### config.mk
export PLATFORM = sky130hd
export DESIGN_NAME = status_led_color_sequencer
export DESIGN_NICKNAME = d
export VERILOG_FILES = /design/src/rtl/core/slcs_pkg.sv /design/src/rtl/core/slcs_tick.sv /design/src/rtl/core/status_led_color_sequencer.sv
export SDC_FILE = /design/constraint.sdc
export NUM_CORES = 1
export LEC_CHECK = 0
export BUFFER_PORTS_ARGS = -buffer_cell sky130_fd_sc_hd__clkbuf_2
export CELL_PAD_IN_SITES_DETAIL_PLACEMENT = 0
export CELL_PAD_IN_SITES_GLOBAL_PLACEMENT = 1
export CORE_MARGIN = 2
export CORE_UTILIZATION = 30
export DETAILED_ROUTE_END_ITERATION = 10
export PLACE_DENSITY_LB_ADDON = 0.1
export SLEW_MARGIN = 20
export SYNTH_ARGS = -nofsm -noshare
export SYNTH_HDL_FRONTEND = slang
export SYNTH_SLANG_ARGS = --single-unit
### constraint.sdc
create_clock -name clk -period 20.6 [get_ports clk]
set_clock_uncertainty 0.2 [all_clocks]
set_input_delay 2.06 -clock clk [delete_from_list [all_inputs] [get_ports clk]]
set_output_delay 2.06 -clock clk [all_outputs]
set_load 0.05 [all_outputs]
### src/rtl/core/slcs_pkg.sv
`timescale 1ns / 1ps

package slcs_pkg;

	// default width of the wrapping time arithmetic
	localparam int DEF_TIME_BITS = 32;

	localparam int IN_TIME_W  = 32;
	localparam int TXN_W      = 32;
	localparam int PERIOD_W   = 16;
	localparam int BRIGHT_W   = 8;
	localparam int CFG_IDX_W  = 3;
	localparam int CFG_DATA_W = 16;
	localparam int CYC_LEN_W  = 3;
	localparam int CYC_POS_W  = 2;

	// register defaults after reset
	localparam logic [PERIOD_W-1:0] FAST_BLINK_RST  = 16'd125;
	localparam logic [PERIOD_W-1:0] STATUS_STEP_RST = 16'd500;
	localparam logic [PERIOD_W-1:0] BUS_TIMEOUT_RST = 16'd2000;
	localparam logic [BRIGHT_W-1:0] FULL_BRIGHT_RST = 8'd30;
	localparam logic [BRIGHT_W-1:0] HALF_BRIGHT_RST = 8'd15;

	typedef enum logic [CFG_IDX_W-1:0] {
		REG_FAST_BLINK  = 3'd0,
		REG_STATUS_STEP = 3'd1,
		REG_BUS_TIMEOUT = 3'd2,
		REG_FULL_BRIGHT = 3'd3,
		REG_HALF_BRIGHT = 3'd4
	} cfg_reg_t;

	typedef enum logic [2:0] {
		COL_OFF    = 3'd0,
		COL_RED    = 3'd1,
		COL_GREEN  = 3'd2,
		COL_PURPLE = 3'd3,
		COL_YELLOW = 3'd4
	} led_color_t;

	typedef struct packed {
		logic [PERIOD_W-1:0] fast_blink_ms;
		logic [PERIOD_W-1:0] status_step_ms;
		logic [PERIOD_W-1:0] bus_timeout_ms;
		logic [BRIGHT_W-1:0] full_brightness;
		logic [BRIGHT_W-1:0] half_brightness;
	} cfg_t;

	typedef struct packed {
		logic                drive;
		led_color_t          color;
		logic [BRIGHT_W-1:0] bright;
	} result_t;

	// colour at a given place of the fault cycle
	function automatic led_color_t fault_color(
		input logic                 fuel,
		input logic                 volt,
		input logic                 no_bus,
		input logic [CYC_POS_W-1:0] idx
	);
		led_color_t           seq [4];
		logic [CYC_POS_W-1:0] n;
		n = '0;
		for (int k = 0; k < 4; k++) begin
			seq[k] = COL_GREEN;
		end
		if (fuel) begin
			seq[n] = COL_PURPLE;
			n = n + 2'd1;
		end
		if (volt) begin
			seq[n] = COL_YELLOW;
			n = n + 2'd1;
		end
		if (no_bus) begin
			seq[n] = COL_RED;
			n = n + 2'd1;
		end
		seq[n] = COL_GREEN;
		return seq[idx];
	endfunction

endpackage

### src/rtl/core/slcs_tick.sv
`timescale 1ns / 1ps

module slcs_tick #(
	parameter int TIME_BITS = slcs_pkg::DEF_TIME_BITS
) (
	input  slcs_pkg::cfg_t                     cfg,
	input  logic [slcs_pkg::IN_TIME_W-1:0]     time_ms,
	input  logic                               signal_lost,
	input  logic                               fuel_fault,
	input  logic                               voltage_fault,
	input  logic [slcs_pkg::TXN_W-1:0]         bus_txn_count,
	input  logic [TIME_BITS-1:0]               last_step_time,
	input  logic [slcs_pkg::TXN_W-1:0]         last_txn_seen,
	input  logic [TIME_BITS-1:0]               last_activity_time,
	input  logic [slcs_pkg::CYC_LEN_W-1:0]     cycle_length,
	input  logic [slcs_pkg::CYC_POS_W-1:0]     cycle_position,
	output logic [TIME_BITS-1:0]               last_step_time_nxt,
	output logic [slcs_pkg::TXN_W-1:0]         last_txn_seen_nxt,
	output logic [TIME_BITS-1:0]               last_activity_time_nxt,
	output logic [slcs_pkg::CYC_LEN_W-1:0]     cycle_length_nxt,
	output logic [slcs_pkg::CYC_POS_W-1:0]     cycle_position_nxt,
	output slcs_pkg::result_t                  result
);

	logic [TIME_BITS+slcs_pkg::IN_TIME_W-1:0] now_ext;
	logic [TIME_BITS-1:0]                     now;
	logic [TIME_BITS-1:0]                     step_elapsed;
	logic [TIME_BITS-1:0]                     act_time;
	logic [TIME_BITS-1:0]                     act_elapsed;
	logic                                     blink_due;
	logic                                     step_due;
	logic                                     no_bus;
	logic [slcs_pkg::CYC_LEN_W-1:0]           len;
	logic [slcs_pkg::CYC_LEN_W-1:0]           pos_inc;
	logic [slcs_pkg::CYC_POS_W-1:0]           pos_step;
	logic [slcs_pkg::CYC_POS_W-1:0]           pos_blink;

	// time brought to the arithmetic width
	assign now_ext = {{TIME_BITS{1'b0}}, time_ms};
	assign now     = now_ext[TIME_BITS-1:0];

	// wrapping elapsed times against the period registers
	assign step_elapsed = now - last_step_time;
	assign blink_due    = step_elapsed >= TIME_BITS'(cfg.fast_blink_ms);
	assign step_due     = step_elapsed >= TIME_BITS'(cfg.status_step_ms);

	// bus activity tracking
	assign act_time    = (bus_txn_count != last_txn_seen) ? now : last_activity_time;
	assign act_elapsed = now - act_time;
	assign no_bus      = act_elapsed >= TIME_BITS'(cfg.bus_timeout_ms);

	// fault cycle length and next position
	assign len = slcs_pkg::CYC_LEN_W'(fuel_fault) + slcs_pkg::CYC_LEN_W'(voltage_fault)
		+ slcs_pkg::CYC_LEN_W'(no_bus) + 3'd1;
	assign pos_inc   = {1'b0, cycle_position} + 3'd1;
	assign pos_step  = (pos_inc >= cycle_length) ? '0 : pos_inc[slcs_pkg::CYC_POS_W-1:0];
	assign pos_blink = (cycle_position == '0) ? 2'd1 : 2'd0;

	// next state and result for one item
	always_comb begin
		last_step_time_nxt     = last_step_time;
		last_txn_seen_nxt      = last_txn_seen;
		last_activity_time_nxt = last_activity_time;
		cycle_length_nxt       = cycle_length;
		cycle_position_nxt     = cycle_position;
		result.drive           = 1'b0;
		result.color           = slcs_pkg::COL_OFF;
		result.bright          = '0;
		if (signal_lost) begin
			if (blink_due) begin
				last_step_time_nxt = now;
				cycle_position_nxt = pos_blink;
				result.drive       = 1'b1;
				result.color       = (pos_blink != '0) ? slcs_pkg::COL_RED : slcs_pkg::COL_OFF;
				result.bright      = cfg.full_brightness;
			end
		end else begin
			last_txn_seen_nxt      = bus_txn_count;
			last_activity_time_nxt = act_time;
			if (!no_bus && !fuel_fault && !voltage_fault) begin
				cycle_length_nxt = '0;
				result.drive     = 1'b1;
				result.color     = slcs_pkg::COL_GREEN;
				result.bright    = cfg.half_brightness;
			end else if (len != cycle_length) begin
				cycle_length_nxt   = len;
				cycle_position_nxt = '0;
				last_step_time_nxt = now;
				result.drive       = 1'b1;
				result.color       = slcs_pkg::fault_color(fuel_fault, voltage_fault,
					no_bus, 2'd0);
				result.bright      = cfg.full_brightness;
			end else if (step_due) begin
				last_step_time_nxt = now;
				cycle_position_nxt = pos_step;
				result.drive       = 1'b1;
				result.color       = slcs_pkg::fault_color(fuel_fault, voltage_fault,
					no_bus, pos_step);
				result.bright      = cfg.full_brightness;
			end
		end
	end

endmodule

### src/rtl/core/status_led_color_sequencer.sv
`timescale 1ns / 1ps
// an accepted item passes through the input register, then the result register; a
// stall on the result side holds it in the input register; throughput: one item per
// cycle while out_ready holds, the sequencer state loop closes through the tick logic combinationally
// reset: registers return to 125/500/2000/30/15, all sequencer state clears to zero,
// both stages empty
module status_led_color_sequencer #(
	parameter int TIME_BITS = slcs_pkg::DEF_TIME_BITS
) (
	input  logic                                clk,
	input  logic                                arst_n,
	input  logic                                cfg_wr_en,
	input  logic [slcs_pkg::CFG_IDX_W-1:0]      cfg_index,
	input  logic [slcs_pkg::CFG_DATA_W-1:0]     cfg_wdata,
	input  logic                                in_valid,
	output logic                                in_ready,
	input  logic [slcs_pkg::IN_TIME_W-1:0]      time_ms,
	input  logic                                signal_lost,
	input  logic                                fuel_fault,
	input  logic                                voltage_fault,
	input  logic [slcs_pkg::TXN_W-1:0]          bus_txn_count,
	output logic                                out_valid,
	input  logic                                out_ready,
	output logic                                drive_update,
	output logic [2:0]                          led_color,
	output logic [slcs_pkg::BRIGHT_W-1:0]       led_brightness
);

	slcs_pkg::cfg_t                    cfg_q;
	logic                              valid_s1;
	logic [slcs_pkg::IN_TIME_W-1:0]    time_s1;
	logic                              lost_s1;
	logic                              fuel_s1;
	logic                              volt_s1;
	logic [slcs_pkg::TXN_W-1:0]        txn_s1;
	logic [TIME_BITS-1:0]              last_step_time_q;
	logic [slcs_pkg::TXN_W-1:0]        last_txn_seen_q;
	logic [TIME_BITS-1:0]              last_activity_time_q;
	logic [slcs_pkg::CYC_LEN_W-1:0]    cycle_length_q;
	logic [slcs_pkg::CYC_POS_W-1:0]    cycle_position_q;
	logic [TIME_BITS-1:0]              last_step_time_nxt;
	logic [slcs_pkg::TXN_W-1:0]        last_txn_seen_nxt;
	logic [TIME_BITS-1:0]              last_activity_time_nxt;
	logic [slcs_pkg::CYC_LEN_W-1:0]    cycle_length_nxt;
	logic [slcs_pkg::CYC_POS_W-1:0]    cycle_position_nxt;
	slcs_pkg::result_t                 result;
	slcs_pkg::result_t                 result_q;
	logic                              out_valid_q;
	logic                              advance;

	// configuration registers
	always_ff @(posedge clk or negedge arst_n) begin
		if (!arst_n) begin
			cfg_q.fast_blink_ms   <= slcs_pkg::FAST_BLINK_RST;
			cfg_q.status_step_ms  <= slcs_pkg::STATUS_STEP_RST;
			cfg_q.bus_timeout_ms  <= slcs_pkg::BUS_TIMEOUT_RST;
			cfg_q.full_brightness <= slcs_pkg::FULL_BRIGHT_RST;
			cfg_q.half_brightness <= slcs_pkg::HALF_BRIGHT_RST;
		end else if (cfg_wr_en) begin
			unique case (cfg_index)
				slcs_pkg::REG_FAST_BLINK:  cfg_q.fast_blink_ms   <= cfg_wdata;
				slcs_pkg::REG_STATUS_STEP: cfg_q.status_step_ms  <= cfg_wdata;
				slcs_pkg::REG_BUS_TIMEOUT: cfg_q.bus_timeout_ms  <= cfg_wdata;
				slcs_pkg::REG_FULL_BRIGHT: cfg_q.full_brightness <= cfg_wdata[slcs_pkg::BRIGHT_W-1:0];
				slcs_pkg::REG_HALF_BRIGHT: cfg_q.half_brightness <= cfg_wdata[slcs_pkg::BRIGHT_W-1:0];
				default: ;
			endcase
		end
	end

	// handshake: the input stage moves on whenever the result register is free
	assign advance  = valid_s1 && (!out_valid_q || out_ready);
	assign in_ready = !valid_s1 || advance;

	// input register
	always_ff @(posedge clk or negedge arst_n) begin
		if (!arst_n) begin
			valid_s1 <= 1'b0;
		end else if (in_valid && in_ready) begin
			valid_s1 <= 1'b1;
		end else if (advance) begin
			valid_s1 <= 1'b0;
		end
	end

	always_ff @(posedge clk) begin
		if (in_valid && in_ready) begin
			time_s1 <= time_ms;
			lost_s1 <= signal_lost;
			fuel_s1 <= fuel_fault;
			volt_s1 <= voltage_fault;
			txn_s1  <= bus_txn_count;
		end
	end

	// per-item colour logic
	slcs_tick #(
		.TIME_BITS(TIME_BITS)
	) u_tick (
		.cfg                    (cfg_q),
		.time_ms                (time_s1),
		.signal_lost            (lost_s1),
		.fuel_fault             (fuel_s1),
		.voltage_fault          (volt_s1),
		.bus_txn_count          (txn_s1),
		.last_step_time         (last_step_time_q),
		.last_txn_seen          (last_txn_seen_q),
		.last_activity_time     (last_activity_time_q),
		.cycle_length           (cycle_length_q),
		.cycle_position         (cycle_position_q),
		.last_step_time_nxt     (last_step_time_nxt),
		.last_txn_seen_nxt      (last_txn_seen_nxt),
		.last_activity_time_nxt (last_activity_time_nxt),
		.cycle_length_nxt       (cycle_length_nxt),
		.cycle_position_nxt     (cycle_position_nxt),
		.result                 (result)
	);

	// sequencer state, updated once per item
	always_ff @(posedge clk or negedge arst_n) begin
		if (!arst_n) begin
			last_step_time_q     <= '0;
			last_txn_seen_q      <= '0;
			last_activity_time_q <= '0;
			cycle_length_q       <= '0;
			cycle_position_q     <= '0;
		end else if (advance) begin
			last_step_time_q     <= last_step_time_nxt;
			last_txn_seen_q      <= last_txn_seen_nxt;
			last_activity_time_q <= last_activity_time_nxt;
			cycle_length_q       <= cycle_length_nxt;
			cycle_position_q     <= cycle_position_nxt;
		end
	end

	// result register
	always_ff @(posedge clk or negedge arst_n) begin
		if (!arst_n) begin
			out_valid_q <= 1'b0;
		end else if (advance) begin
			out_valid_q <= 1'b1;
		end else if (out_ready) begin
			out_valid_q <= 1'b0;
		end
	end

	always_ff @(posedge clk) begin
		if (advance) begin
			result_q <= result;
		end
	end

	assign out_valid      = out_valid_q;
	assign drive_update   = result_q.drive;
	assign led_color      = result_q.color;
	assign led_brightness = result_q.bright;

	// an undriven tick shows nothing
	assert property (@(posedge clk) disable iff (!arst_n)
		(out_valid_q && !result_q.drive) |->
		(result_q.color == slcs_pkg::COL_OFF && result_q.bright == '0))
		else $error("undriven result carries colour or brightness");

	// fault cycle never longer than three faults plus green
	assert property (@(posedge clk) disable iff (!arst_n)
		cycle_length_q <= 3'd4)
		else $error("fault cycle length out of range");

	// a held input item keeps its payload while the result side stalls
	assert property (@(posedge clk) disable iff (!arst_n)
		(valid_s1 && !advance) |=> (valid_s1 && $stable(time_s1) && $stable(txn_s1)))
		else $error("input stage lost or changed a stalled item");

	// state only moves when an item is processed
	assert property (@(posedge clk) disable iff (!arst_n)
		!advance |=> ($stable(cycle_length_q) && $stable(cycle_position_q)))
		else $error("sequencer state changed without an item");

endmodule
Word level (Yosys, flattened, before mapping)
Index checks and enable logic that the tools add are counted.
W data, S select, Z words.
{"block": "word_totals", "elab_cells": 205, "ff_bits": 246, "output_inout_bits": 14, "in_bits": 91}
{"block": "classes", "mux": 92, "bitwise": 26, "n_eq_ne": 8, "order_cmp": 17, "n_addsub": 10, "n_reduce_logical": 32}
{"op": "$mux W12", "n": 23}
{"op": "$mux W32", "n": 6}
{"op": "$ge A32 B16 Y1", "n": 3}
{"op": "$sub A32 B32 Y32", "n": 2}
{"op": "$mux W2", "n": 31}
{"op": "$mux W3", "n": 17}
{"op": "$and A8 B8 Y8", "n": 6}
{"op": "$not A8 Y8", "n": 6}
{"op": "$demux W3 S2", "n": 6}
{"op": "$ne A32 B32 Y1", "n": 1}
{"op": "$or A4 B4 Y4", "n": 6}
{"op": "$ge A3 B3 Y1 const B", "n": 7}
{"op": "$not A2 Y3", "n": 7}
{"op": "$lt A3 B1 Y1 const B", "n": 6}
{"op": "$reduce_and A2 Y1", "n": 6}
{"op": "$logic_and A1 B1 Y1", "n": 10}
{"op": "$add A2 B1 Y2 const B", "n": 4}
{"op": "$mux W1", "n": 8}
{"op": "$reduce_bool A2 Y1", "n": 4}
{"op": "$bmux W3 S2", "n": 1}
{"op": "$eq A3 B2 Y1 const B", "n": 2}
{"op": "$logic_not A1 Y1", "n": 5}
{"op": "$reduce_and A4 Y1", "n": 1}
{"op": "$add A2 B1 Y3 const B", "n": 1}
{"op": "other kinds (15)", "n": 16}

Longest topological paths before layout
Gate-level depths: netlist of the first run.
{"block": "depth", "ltp_word": 36, "ltp_mapped": 42, "depth_no_buf": 40}

Cells and area by module
From an unflattened synthesis of the first run, not the netlist that was laid out.
{"block": "hier_totals", "hier_cells": 1588, "area_unflattened_um2": 16703.5}
{"mod": "status_led_color_sequencer", "seq_area_each_um2": 6583.8, "instances": 1, "cells_per_inst": 440, "area_per_inst_um2": 8664.6}
{"mod": "slcs_tick", "seq_area_each_um2": 0.0, "instances": 1, "cells_per_inst": 1148, "area_per_inst_um2": 8039.0}

Least setup slack after synthesis of the first run
No wires, ideal clock.
{"block": "synth_path", "kind": "register -> register", "startpoint": "register txn_s1[9] (netlist name)", "endpoint": "register last_step_time_q[27]", "t_arrival_ns": 7.777, "path_stages_with_launch": 38, "setup_time_ns": 0.127, "path_buffers": 4, "required_time_ns": 20.273, "path_slack_ns": 12.495, "period_less_slack_ns": 8.105, "cell_sequence": "edfxtp_1 xor2_1 nor4_1 nand4_1 nor2_4 clkbuf_1 o21ai_0 ha_1 inv_1 ha_1 clkbuf_1 nand2b_1 nor2_1 o41ai_2 nor2_1 o21ai_0 a21o_1 a21oi_1 [... 2 more ...] a21o_1 a21oi_1 o21ai_0 or4_1 a21oi_1 o31ai_1 nor4b_2 and2_1 nand3_1 fa_1 clkbuf_1 xor2_1 nand3_1 nor3_1 a41oi_2 o21ai_4 buf_6 mux2_1"}
{"block": "synth_between", "elab_chain_len": 10, "word_cells_on_any_way": 16, "classes_between": "add/sub (3); order compare (1); eq/ne (3); mux (4); reduce/logical (5)"}
{"element": "from (decl)", "line": "status_led_color_sequencer.sv:35", "text": "logic [slcs_pkg::TXN_W-1:0] txn_s1;"}
{"element": "from (signal assigned)", "line": "status_led_color_sequencer.sv:92", "text": "txn_s1 <= bus_txn_count;"}
{"element": "$ne A32 B32 Y1 (*)", "line": "slcs_tick.sv:48", "text": "assign act_time = (bus_txn_count != last_txn_seen) ? now : last_activity_time;"}
{"element": "$mux W32 (*)", "line": "slcs_tick.sv:48"}
{"element": "via u_tick.act_time[0]", "line": "slcs_tick.sv:28", "text": "logic [TIME_BITS-1:0] act_time;"}
{"element": "$sub A32 B32 Y32 (*)", "line": "slcs_tick.sv:49", "text": "assign act_elapsed = now - act_time;"}
{"element": "$ge A32 B16 Y1 (*)", "line": "slcs_tick.sv:50", "text": "assign no_bus = act_elapsed >= TIME_BITS'(cfg.bus_timeout_ms);"}
{"element": "$add A3 B1 Y3 (2 in series)", "line": "slcs_tick.sv:54", "text": "+ slcs_pkg::CYC_LEN_W'(no_bus) + 3'd1;"}
{"element": "$ne A3 B3 Y1", "line": "slcs_tick.sv:85", "text": "end else if (len != cycle_length) begin"}
{"element": "$mux W32", "line": "slcs_tick.sv:85"}
{"element": "$mux W32", "line": "slcs_tick.sv:80", "text": "if (!no_bus && !fuel_fault && !voltage_fault) begin"}
{"element": "$mux W32", "line": "slcs_tick.sv:69", "text": "if (signal_lost) begin"}
{"element": "to (signal assigned)", "line": "status_led_color_sequencer.sv:128", "text": "last_step_time_q <= last_step_time_nxt;"}
{"element": "to (decl)", "line": "status_led_color_sequencer.sv:36", "text": "logic [TIME_BITS-1:0] last_step_time_q;"}
Mark *: on every way through the listed nets, which the timed path passes. The rest lies on a longest branch. The select of a mux whose other input is x is not followed.
A chain may end at the register's enable or synchronous reset.

Final worst setup path of the first run
{"block": "layout_path", "startpoint": "register txn_s1[1] (netlist name)", "endpoint": "register last_step_time_q[4]"}
Same word-level chain as after synthesis.

==> results of run 1 <==
## placed cells by master, fill, tap and decap left out, types with 26 or more instances in the layout
cell	count
a21o_1	34
a21oi_1	82
clkbuf_16	31
clkbuf_2	103
dfrtp_1	141
dfstp_2	26
edfxtp_1	79
ha_1	111
inv_1	120
mux2_1	28
mux2_2	80
mux2i_1	32
nand2_1	124
nand2b_1	30
nand3_1	30
nor2_1	67
o21ai_0	118
xnor2_1	28
xor2_1	42
## layer usage
metal / up-vias / share of wire [%] / global-route usage, % / wire (µm)
li1: 5868 / - / - / -
met1: 5691 / 50 / 23.3 / 21600
met2: 182 / 44 / 26.0 / 19000
met3: 62 / 3.4 / 2.21 / 1450
met4: 0 / 2.3 / 3.97 / 1010
met5: - / 0 / 0 / 0
## cell families after synthesis
| family | after synthesis |
|---|---|
| buffers and inverters | 161 |
| flip-flops | 246 |
| multiplexers | 140 |
| AND/OR/NAND/NOR | 403 |
| adder cells (fa/ha/maj) | 121 |
| AO/OA/AOI/OAI | 398 |
| XOR/XNOR | 70 |
## area by class of cell
class,instances,area [µm²]
well taps,680,851
repair buffers,117,644
clock buffers,43,851
multi-input cells,1132,8320
inverters,121,454
flip-flops and latches,246,6580
fillers,5221,33400
clock inverters,15,109
diodes,1,2.50
## flip-flops by register name, summed over array words and instances, names as in the netlist
name	cells
volt_s1	1
txn_s1	32
last_txn_seen_q	32
led_brightness	8
cfg_q	64
out_valid	1
drive_update	1
time_s1	32
fuel_s1	1
last_activity_time_q	32
lost_s1	1
valid_s1	1
cycle_position_q	2
cycle_length_q	3
led_color	3
last_step_time_q	32
## stage by stage
stage | instance area, µm² | instances | utilization, % | power (mW) | setup slack [ps]
3_5_place_dp | 16800 | 2296 | 32.9 | 1.22 | 10860
5_1_grt | 17800 | 2354 | 34.8 | 1.86 | 9980
4_1_cts | 17800 | 2354 | 34.8 | 1.75 | 10790
6_report | 17800 | 2355 | 34.8 | 1.73 | 10840
3_3_place_gp | 16800 | 2295 | 32.9 | 1.22 | 10980
2_1_floorplan | 15500 | 1539 | - | 1.06 | 12500
## where the power goes
group / internal (mW) / total [mW] / switching (mW)
sequential: 0.597 / 0.645 / 0.0480
combinational: 0.237 / 0.566 / 0.329
clock: 0.299 / 0.514 / 0.215
total: 1.13 / 1.73 / 0.592
## final timing paths
kind,end,slack (ps),from
min in group asynchronous,last_txn_seen_q[3]$_DFFE_PN0P_,1230,arst_n
worst max register to register,last_step_time_q[4]$_DFFE_PN0P_,10840,txn_s1[1]$_DFFE_PP_
max in group asynchronous,last_activity_time_q[19]$_DFFE_PN0P_,17670,arst_n
worst min-delay path,last_step_time_q[16]$_DFFE_PN0P_,290,last_step_time_q[16]$_DFFE_PN0P_
worst min register to register,last_step_time_q[16]$_DFFE_PN0P_,290,last_step_time_q[16]$_DFFE_PN0P_
worst max-delay path,last_step_time_q[4]$_DFFE_PN0P_,10840,txn_s1[1]$_DFFE_PP_
==> run summary, run 1 <==
TritonCTS built the clock tree. The number of antenna violations at the first check in global routing was 0. The number of warnings reported in the yosys synthesis log is 0. Multiplexer cells account for 9.91% of the synthesized area. The worst hold margin is 287 ps.

The combinational family with the most area after synthesis is compound AO/OA/AOI/OAI gates. The first global-routing pass estimated 68.4 mm of wire. Using the TritonRoute via totals, the vias-per-cell ratio works out to 5.01. Clock-pin slew was measured on the worst setup and hold paths at 60 ps. The fraction of the mapped netlist area in compound gates is 16.7%. In this run the number of cells on the critical path is 34.

The largest incremental delay on the critical path is 680 ps. The share of flip-flops with an asynchronous set or reset after synthesis came out at 67.9%. For the pin with the worst max-slew slack, the measured transition is 1020 ps.

The post-synthesis share of cell area spent on full adders, half adders and majority gates is 9.75%. Summed over all layers, the global routing overflow is 0. For this run, the detailed router's first-pass iteration total came to 5. The residual DRC count came out at 0. The share of final-layout standard cells stronger than drive strength 1 came out at 17.8%.

The required time of the worst setup path is 20850 ps. The routed layout has 11800 vias. The highest fanout seen on the critical path is 32. The initial core utilization came out at 30.3%.

The net count of the finished layout is 1853. The cell with the biggest individual delay on the critical path is fa_1. Setup repair after global routing left no endpoint under its margin. The total negative slack is 0 ps. The final layout contains routed wiring with a total length of 43.0 mm. The category of the most critical setup path is flop to flop.

The cell sitting at the root of the clock tree is a clkbuf_16. The number of standard cells after synthesis came out at 1539. In the post-synthesis netlist, the cell with the most instances is dfrtp_1.

The per-cell routed wire length came out at 18.3 µm. No sink is reached through more buffers than the 3 on the longest clock path. Along the worst hold path, the cell count comes to 1. The number of top-level design ports is 105. The top cell type's share of synthesized area is 22.8%.

The total count of max-transition violations in the final report came to 0. Measured along the x axis, the die boundary spans 231 µm. The synthesized-area fraction occupied by xor and xnor cells came out at 3.95%. The maximum level of the CTS H-tree came out at 1. The number of clock sinks is 246.

The net count after synthesis came out at 1743. Entering global routing, the biggest net connects 68 pins. The proportion of synthesized chip area in sequential cells came out at 42.5%. The post-route minimum period came out at 9760 ps. The final critical-path share of the clock period is 47.4%. The die boundary height is 231 µm. The HPWL after detailed placement came out at 33.1 mm. The core area came out at 0.0512 mm². The cell type with the largest total area after synthesis is dfrtp_1. The residual antenna-violating net count after detailed routing came out at 0. The count of cell types in the netlist came out at 85. The run finished with clean final reports. The total global routing track utilization is 16.3%. The number of input and output port buffers inserted is 104. The post-CTS setup buffer count is 0. The power density over cell area is 96.8 mW/mm². The growth of design area from synthesis to finish is 14.9%. The number of hold violations in the final report came to 0. The mapped netlist covers 0.0155 mm².

The worst endpoint data arrival time came out at 10010 ps. The routability congestion estimate from global placement is 0.839. The cell class contributing the biggest share of worst-path delay is simple AND/OR/NAND/NOR gates. Sorting the synthesized cells by area gives the leading types as dfrtp_1 (23%), edfxtp_1 (15%), ha_1 (9.0%). The depth of the most critical reg-to-reg path came out at 34. The tool flagged a number of max-cap violations equal to 0. The number of global-route vias before repair is 12000. STA classifies the critical path endpoint as a flop.

The number of failing setup endpoints in the final timing report is 0. The path class of the tightest hold or removal check is flop to flop. The number of clock buffers inserted by TritonCTS is 31. The hold buffer count at CTS is 0. The average size of a mapped cell is 10.1 µm². The normalized max-slew margin is 31.8%.

Counting both buffers and inverters, the worst setup path holds a total of 2. By count the netlist is led by dfrtp_1 (141), nand2_1 (124), inv_1 (120), o21ai_0 (118), ha_1 (111). Among all flip-flop cells after synthesis, the most frequent one is dfrtp_1. The clock reaches the later pin of the worst-skew pair after 580 ps. The post-CTS resize count is 0. Counting flops with a built-in enable in the synthesized netlist gives 79. The achievable frequency is 102 MHz.

The worst setup path is launched from a flop. The number of cell rows came out at 83. The overall die area is 0.0535 mm².

The basic-gate share of the synthesized area counting and, or, nand and nor cells came out at 13.2%. The number of DRC markers in iteration 0 is 577. The leakage power summed over all cells came out at 7.62 nW.

The worst-case vdd ir drop came out at 0.0000543 V. The flip-flop and latch count after synthesis came out at 246.
Power figures use the tool's default switching activity.
==> run 2, diff against run 1 <==
==> constraint.sdc (replaced) <==
create_clock -name clk -period 8.7 [get_ports clk]
set_clock_uncertainty 0.2 [all_clocks]
set_input_delay 0.87 -clock clk [delete_from_list [all_inputs] [get_ports clk]]
set_output_delay 0.87 -clock clk [all_outputs]
set_load 0.05 [all_outputs]
==> run summary, run 2 (synthesized netlist as in run 1, its figures left out) <==
The flow ran to the end, and the final reports show no timing, DRC or antenna violations. The number of max-cap violations came out at 0. For this block, the initial DRC count from the detailed router was 571. The die extent in x came out at 231 µm. STA classifies the critical path endpoint as a flop. The worst-case vdd ir drop is 0.000139 V. The number of input and output port buffers inserted is 104. The initial core utilization is 30.3%. The die boundary height is 231 µm. The aggregate routed wire length came out at 43.8 mm. The buffer levels on the longest clock path came out at 3. The buffers plus inverters on the worst setup path came out at 5. During I/O placement, the number of pins put on the boundary was 105.

The required time of the worst setup path is 8970 ps. The most common cell after layout, fill and taps aside is dfrtp_1. Detailed placement finished with a half-perimeter wire length of 33.3 mm. Among the stages of the critical path, the cell type that occurs most often is ha_1.

The achievable frequency is 124 MHz. The root buffer cell chosen for the clock tree is clkbuf_16. The number of failing setup endpoints in the final timing report is 0.

The placement-stage worst setup slack is 51.2 ps. The latest clock arrival within the worst-skew pair is 600 ps. The total global routing track utilization came out at 16.5%. Dividing total power by cell area gives a power density of 236 mW/mm². The number of clock buffers inserted by TritonCTS came out at 31.

The share of final-layout standard cells stronger than drive strength 1 came out at 19.5%. Clock-pin slew was measured on the worst setup and hold paths at 60 ps. The routability congestion estimate from global placement came out at 0.844. Once routing completed, OpenROAD measured the worst setup slack at 622 ps. The first detailed-routing pass took 4 iterations. The largest incremental delay on the critical path came out at 460 ps. The analysis attributes to cell leakage a power of 7.77 nW. The post-route minimum period came out at 8080 ps.

The number of nets in the final layout is 1868. The worst setup path is of the flop to flop kind. The total overflow left after global routing is 0. The total count of max-transition violations in the final report is 0.

The maximum number of pins on one net before global-route repair came out at 68. The most flop-heavy register is cfg_q. The per-cell via count in the routed design came out at 4.97.

In this run the number of H-tree levels came out at 1. The wire length of the first global-routing pass came out at 69.1 mm. The worst endpoint data arrival time is 8350 ps. The worst setup path is launched from a flop. The transition at the pin with the smallest max-transition slack is 1040 ps. Grouping stages by cell kind, the critical path spends the most delay in simple AND/OR/NAND/NOR gates. For this design, the slowest cell found on the critical path is or4_1. In the routed design, unresolved DRC markers number 0. The number of cell rows came out at 83. The growth of design area from synthesis to finish is 17.2%. The number of hold violations in the final report is 0. The floorplan step defined a die boundary enclosing 0.0535 mm².

The total negative slack is 0 ps. The normalized max-slew margin came out at 30.4%. In this run, post-CTS hold repair placed 0 buffers. The top cell types in the final layout, fill and taps aside, are dfrtp_1 (141), nand2_1 (124), inv_1 (120), o21ai_0 (117), ha_1 (111). Along the worst path, the maximum fanout reaches 16. The number of clock sinks came out at 246. The CTS tree is done. The number of global-route vias before repair was 11900. The overall power came out at 4.28 mW.

The core area is 0.0512 mm². The number of flip-flops in the largest register is 64. Setup repair after global routing left no endpoint under its margin. The residual antenna-violating net count after detailed routing came out at 0.

The path class of the tightest hold or removal check is input pin to async pin. The routed layout has 11800 vias. The final critical-path share of the clock period came out at 92.8%. The per-cell routed wire length is 18.5 µm. The number of antenna violations at the first check in global routing was 2.
## run 2: cell count changes in the layout (fill, tap and decap cells not counted), sizes merged
cell,before,now
buf,14,28
bufinv,1,6
clkinv,10,7
clkbuf,146,144
clkinvlp,2,3
## run 2: worst register-to-register path, delay by kind of cell (launching register included)
family                     cells  cell delay (ps)
and+or+nand+nor               12             2630
AOI/OAI and AO/OA             12             1950
adders and majority gates      5             1170
buffers and inverters          5              720
xor gates and xnor gates       3              510
DFF                            1              400
muxes                          1              360
## run 2: cell type report
class	instances	area [µm²]
Timing Repair Buffer	132	792
Fill cell	5201	33000
Inverter	121	454
Multi-Input combinational cell	1132	8380
Sequential cell	246	6580
Antenna cell	1	2.50
Clock buffer	40	830
Tap cell	680	851
Clock inverter	18	268
## run 2: final timing paths
check	start	to	slack, ps	depth (start not counted)
worst max-delay path	txn_s1[29]$_DFFE_PP_	last_step_time_q[0]$_DFFE_PN0P_	620	38
worst min-delay path	arst_n	last_txn_seen_q[8]$_DFFE_PN0P_	20	1
worst max register to register	txn_s1[29]$_DFFE_PP_	last_step_time_q[0]$_DFFE_PN0P_	620	38
worst min register to register	last_step_time_q[12]$_DFFE_PN0P_	last_step_time_q[12]$_DFFE_PN0P_	290	1
max in group asynchronous	arst_n	cfg_q[33]$_DFFE_PN0P_	6210	3
min in group clk	bus_txn_count[23]	txn_s1[23]$_DFFE_PP_	240	1
## run 2: repair_timing
item / 4_1_cts / 5_1_grt
setup buffers: 0 / 5
endpoints found under the setup margin: 0 / 45
gates resized for setup: 0 / 13
## run 2: metal layers
layer  global-route usage, %  up-vias  part of all wire [%]
met5                       0        -                     0
met4                    4.80        0                   2.6
met3                    2.07       54                   3.0
met2                    25.8      168                    44
met1                    23.7     5668                    51
li1                        -     5887                     -
## run 2: metrics by stage
| stage | instances | hold WS, ps | utilization (%) | area, µm² |
|---|---|---|---|---|
| 5_1_grt | 2369 | 67.9 | 35.5 | 18200 |
| 4_1_cts | 2363 | 23.8 | 35.2 | 18000 |
| 3_5_place_dp | 2305 | 281 | 33.1 | 16900 |
| 3_3_place_gp | 2304 | 273 | 33.0 | 16900 |
| 6_report | 2370 | 17.8 | 35.5 | 18200 |
| 2_1_floorplan | 1539 | 257 | - | 15500 |
## run 2: power by group
group          total [mW]  switching, mW  internal, mW
Combinational        1.37          0.793         0.573
Clock                1.39          0.536         0.853
Sequential           1.52          0.111          1.41
Total                4.28           1.44          2.84
==> run 3, diff against run 2 <==
--- a/config.mk
+++ b/config.mk
@@ -5,12 +5,12 @@
 export SDC_FILE = /design/constraint.sdc
 export NUM_CORES = 1
 export LEC_CHECK = 0
-export BUFFER_PORTS_ARGS = -buffer_cell sky130_fd_sc_hd__clkbuf_2
 export CELL_PAD_IN_SITES_DETAIL_PLACEMENT = 0
 export CELL_PAD_IN_SITES_GLOBAL_PLACEMENT = 1
 export CORE_MARGIN = 2
-export CORE_UTILIZATION = 30
+export CORE_UTILIZATION = 40
 export DETAILED_ROUTE_END_ITERATION = 10
+export DONT_BUFFER_PORTS = 1
 export PLACE_DENSITY_LB_ADDON = 0.1
 export SLEW_MARGIN = 20
 export SYNTH_ARGS = -nofsm -noshare
==> run summary, run 3 (synthesized netlist as in run 1, its figures left out) <==
The run finished with clean final reports. Setup slack on the worst reg-to-reg path comes out at 620 ps. TritonCTS built the clock tree.

Dividing the detail-routed wire length by the instance count gives 19.2 µm. Data on the critical path arrives at its endpoint at 8340 ps. The most critical setup path has its endpoint at last_step_time_q[12]$_DFFE_PN0P_. Clock latency on the worst-skew pair, taken at its later pin, is 580 ps. The total count of max-transition violations in the final report was 0. The aggregate routed wire length came out at 40.2 mm.

The maximum number of pins on one net before global-route repair came out at 168. The number of failing setup endpoints in the final timing report is 0. Max-cap violations in this run came to 0. The leakage power summed over all cells came out at 7.24 nW. The die extent in x came out at 201 µm. By startpoint and endpoint, the worst setup path is classified as flop to flop. In this run the number of H-tree levels came out at 1. The depth of the most critical reg-to-reg path is 38.

The library cell used most frequently in the layout, excluding fill and tap cells, is dfrtp_1. The endpoint identified for the worst register-to-register timing path is last_step_time_q[12]$_DFFE_PN0P_. On the critical path, the stage with the largest delay is an instance of or4_1.

The core area came out at 0.0385 mm². In this design, the stage delay of the slowest critical-path cell is 470 ps. The critical path launch point is txn_s1[12]$_DFFE_PP_. The post-CTS clock slew at the launch and capture registers of the worst setup and hold paths came out at 70 ps. The remaining global-route overflow is 0. The worst-case vdd ir drop is 0.000187 V. The cell class contributing the biggest share of worst-path delay is simple AND/OR/NAND/NOR gates. The required time of the worst setup path is 8960 ps. In this run the remaining antenna-violating nets after routing total 0. The transition at the pin with the smallest max-transition slack came out at 1010 ps.

The total via count after detailed routing came out at 11500. The total iterations of the first detailed-routing run came out at 5. The number of nets in the final layout is 1756.

The post-route netlist has 14.0% of its cells at a drive strength greater than 1. cfg_q holds more flip-flops than any other register. The share of the core filled with cells came out at 44.9%. The achievable frequency is 124 MHz. The number of clock buffers added by TritonCTS is 29.

The worst path in the final design needs a cycle of 8080 ps, including I/O delays and setup. The cell count after placement came out at 2029. The total global routing track utilization is 19.7%.

The cell sitting at the root of the clock tree is a clkbuf_16. The post-layout instance count excluding filler cells came out at 2094. The buffers plus inverters on the worst setup path is 5. The library cells used most frequently in the layout, excluding fill and tap cells, are dfrtp_1 (141), nand2_1 (123), inv_1 (120), o21ai_0 (116), ha_1 (111). The register with the most flip-flops in the layout has 64 of them. Power spread over the standard cell area amounts to 235 mW/mm². The worst hold path belongs to the class input pin to async pin.

For this run, design rule violations remaining after detail routing come to 0. The die boundary height is 201 µm. STA classifies the critical path endpoint as a flop.

105 I/O pins were placed. The number of hold violations in the final report came out at 0. The first global-routing pass estimated 63.1 mm of wire. The overall power came out at 4.06 mW. The launching element type of the critical path is a flop. The path length in cells of the critical path came out at 38. The number of global-route vias before repair is 11300. Row generation in the floorplan step produced 72 rows. Using the TritonRoute via totals, the vias-per-cell ratio works out to 5.50.

The worst register-to-register path begins at txn_s1[12]$_DFFE_PP_. The number of input and output port buffers inserted came out at 0. The buffer levels on the longest clock path came out at 3.

The number of antenna violations at the first check in global routing is 5. The most common cell type on the critical path is ha_1. CTS saw 246 sinks. For this block, the initial DRC count from the detailed router was 668. The highest fanout seen on the critical path came out at 16.

The HPWL after detailed placement came out at 30.0 mm. The floorplan step defined a die boundary enclosing 0.0403 mm². The normalized max-slew margin is 32.4%. The initial core utilization is 40.3%. The total negative slack is 0 ps. The routability congestion estimate from global placement is 0.866. The area growth from synthesis to layout is 11.4%. The final critical-path share of the clock period came out at 92.8%.
==> run 3: how the worst min path moves through the flow <==
stage / to / slack [ps] / depth (start not counted)
final: cfg_q[60]$_DFFE_PN0P_ / 60 / 1
after detailed placement: last_step_time_q[7]$_DFFE_PN0P_ / 280 / 1
after global placement: last_step_time_q[12]$_DFFE_PN0P_ / 270 / 1
after floorplan: out_valid$_DFFE_PN0P_ / 260 / 1
after CTS: txn_s1[7]$_DFFE_PP_ / 140 / 0
after global routing: txn_s1[30]$_DFFE_PP_ / 140 / 0
==> run 3: layout make-up <==
| cell class | instances | area, µm² |
|---|---|---|
| antenna | 1 | 2.50 |
| timing repair buffer | 22 | 228 |
| tap | 518 | 648 |
| inverter | 121 | 454 |
| clock buffer | 32 | 737 |
| clock inverter | 22 | 223 |
| sequential | 246 | 6580 |
| fill | 3672 | 21200 |
| multi-input combinational | 1132 | 8390 |
==> run 3: through the flow <==
stage	hold WS [ps]	area, µm²	setup WS, ps
global route	145	17300	-10.8
CTS	140	17100	103
detailed placement	281	16100	-74.2
floorplan	257	15500	595
finish	57.6	17300	623
global placement	273	16100	146
==> run 3: power breakdown <==
part,switching (mW),internal (mW),leakage (nW)
Clock,0.518,0.707,0.457
Combinational,0.732,0.551,4.08
Sequential,0.139,1.41,2.70
==> run 3: metal layers <==
metal / share of wire, % / track usage, %
met5: 0.067 / 0
met4: 2.3 / 5.26
met3: 4.2 / 2.97
met2: 44 / 30.5
met1: 50 / 28.8
==> run 3: repair_timing <==
item / CTS / global route
hold endpoints to repair: 167 / 0
setup endpoints to repair: 28 / 46
gates resized for setup: 0 / 14
setup buffers: 2 / 5
pin swaps: 1 / 4
gates cloned: 0 / 1
hold buffers: 1 / 0
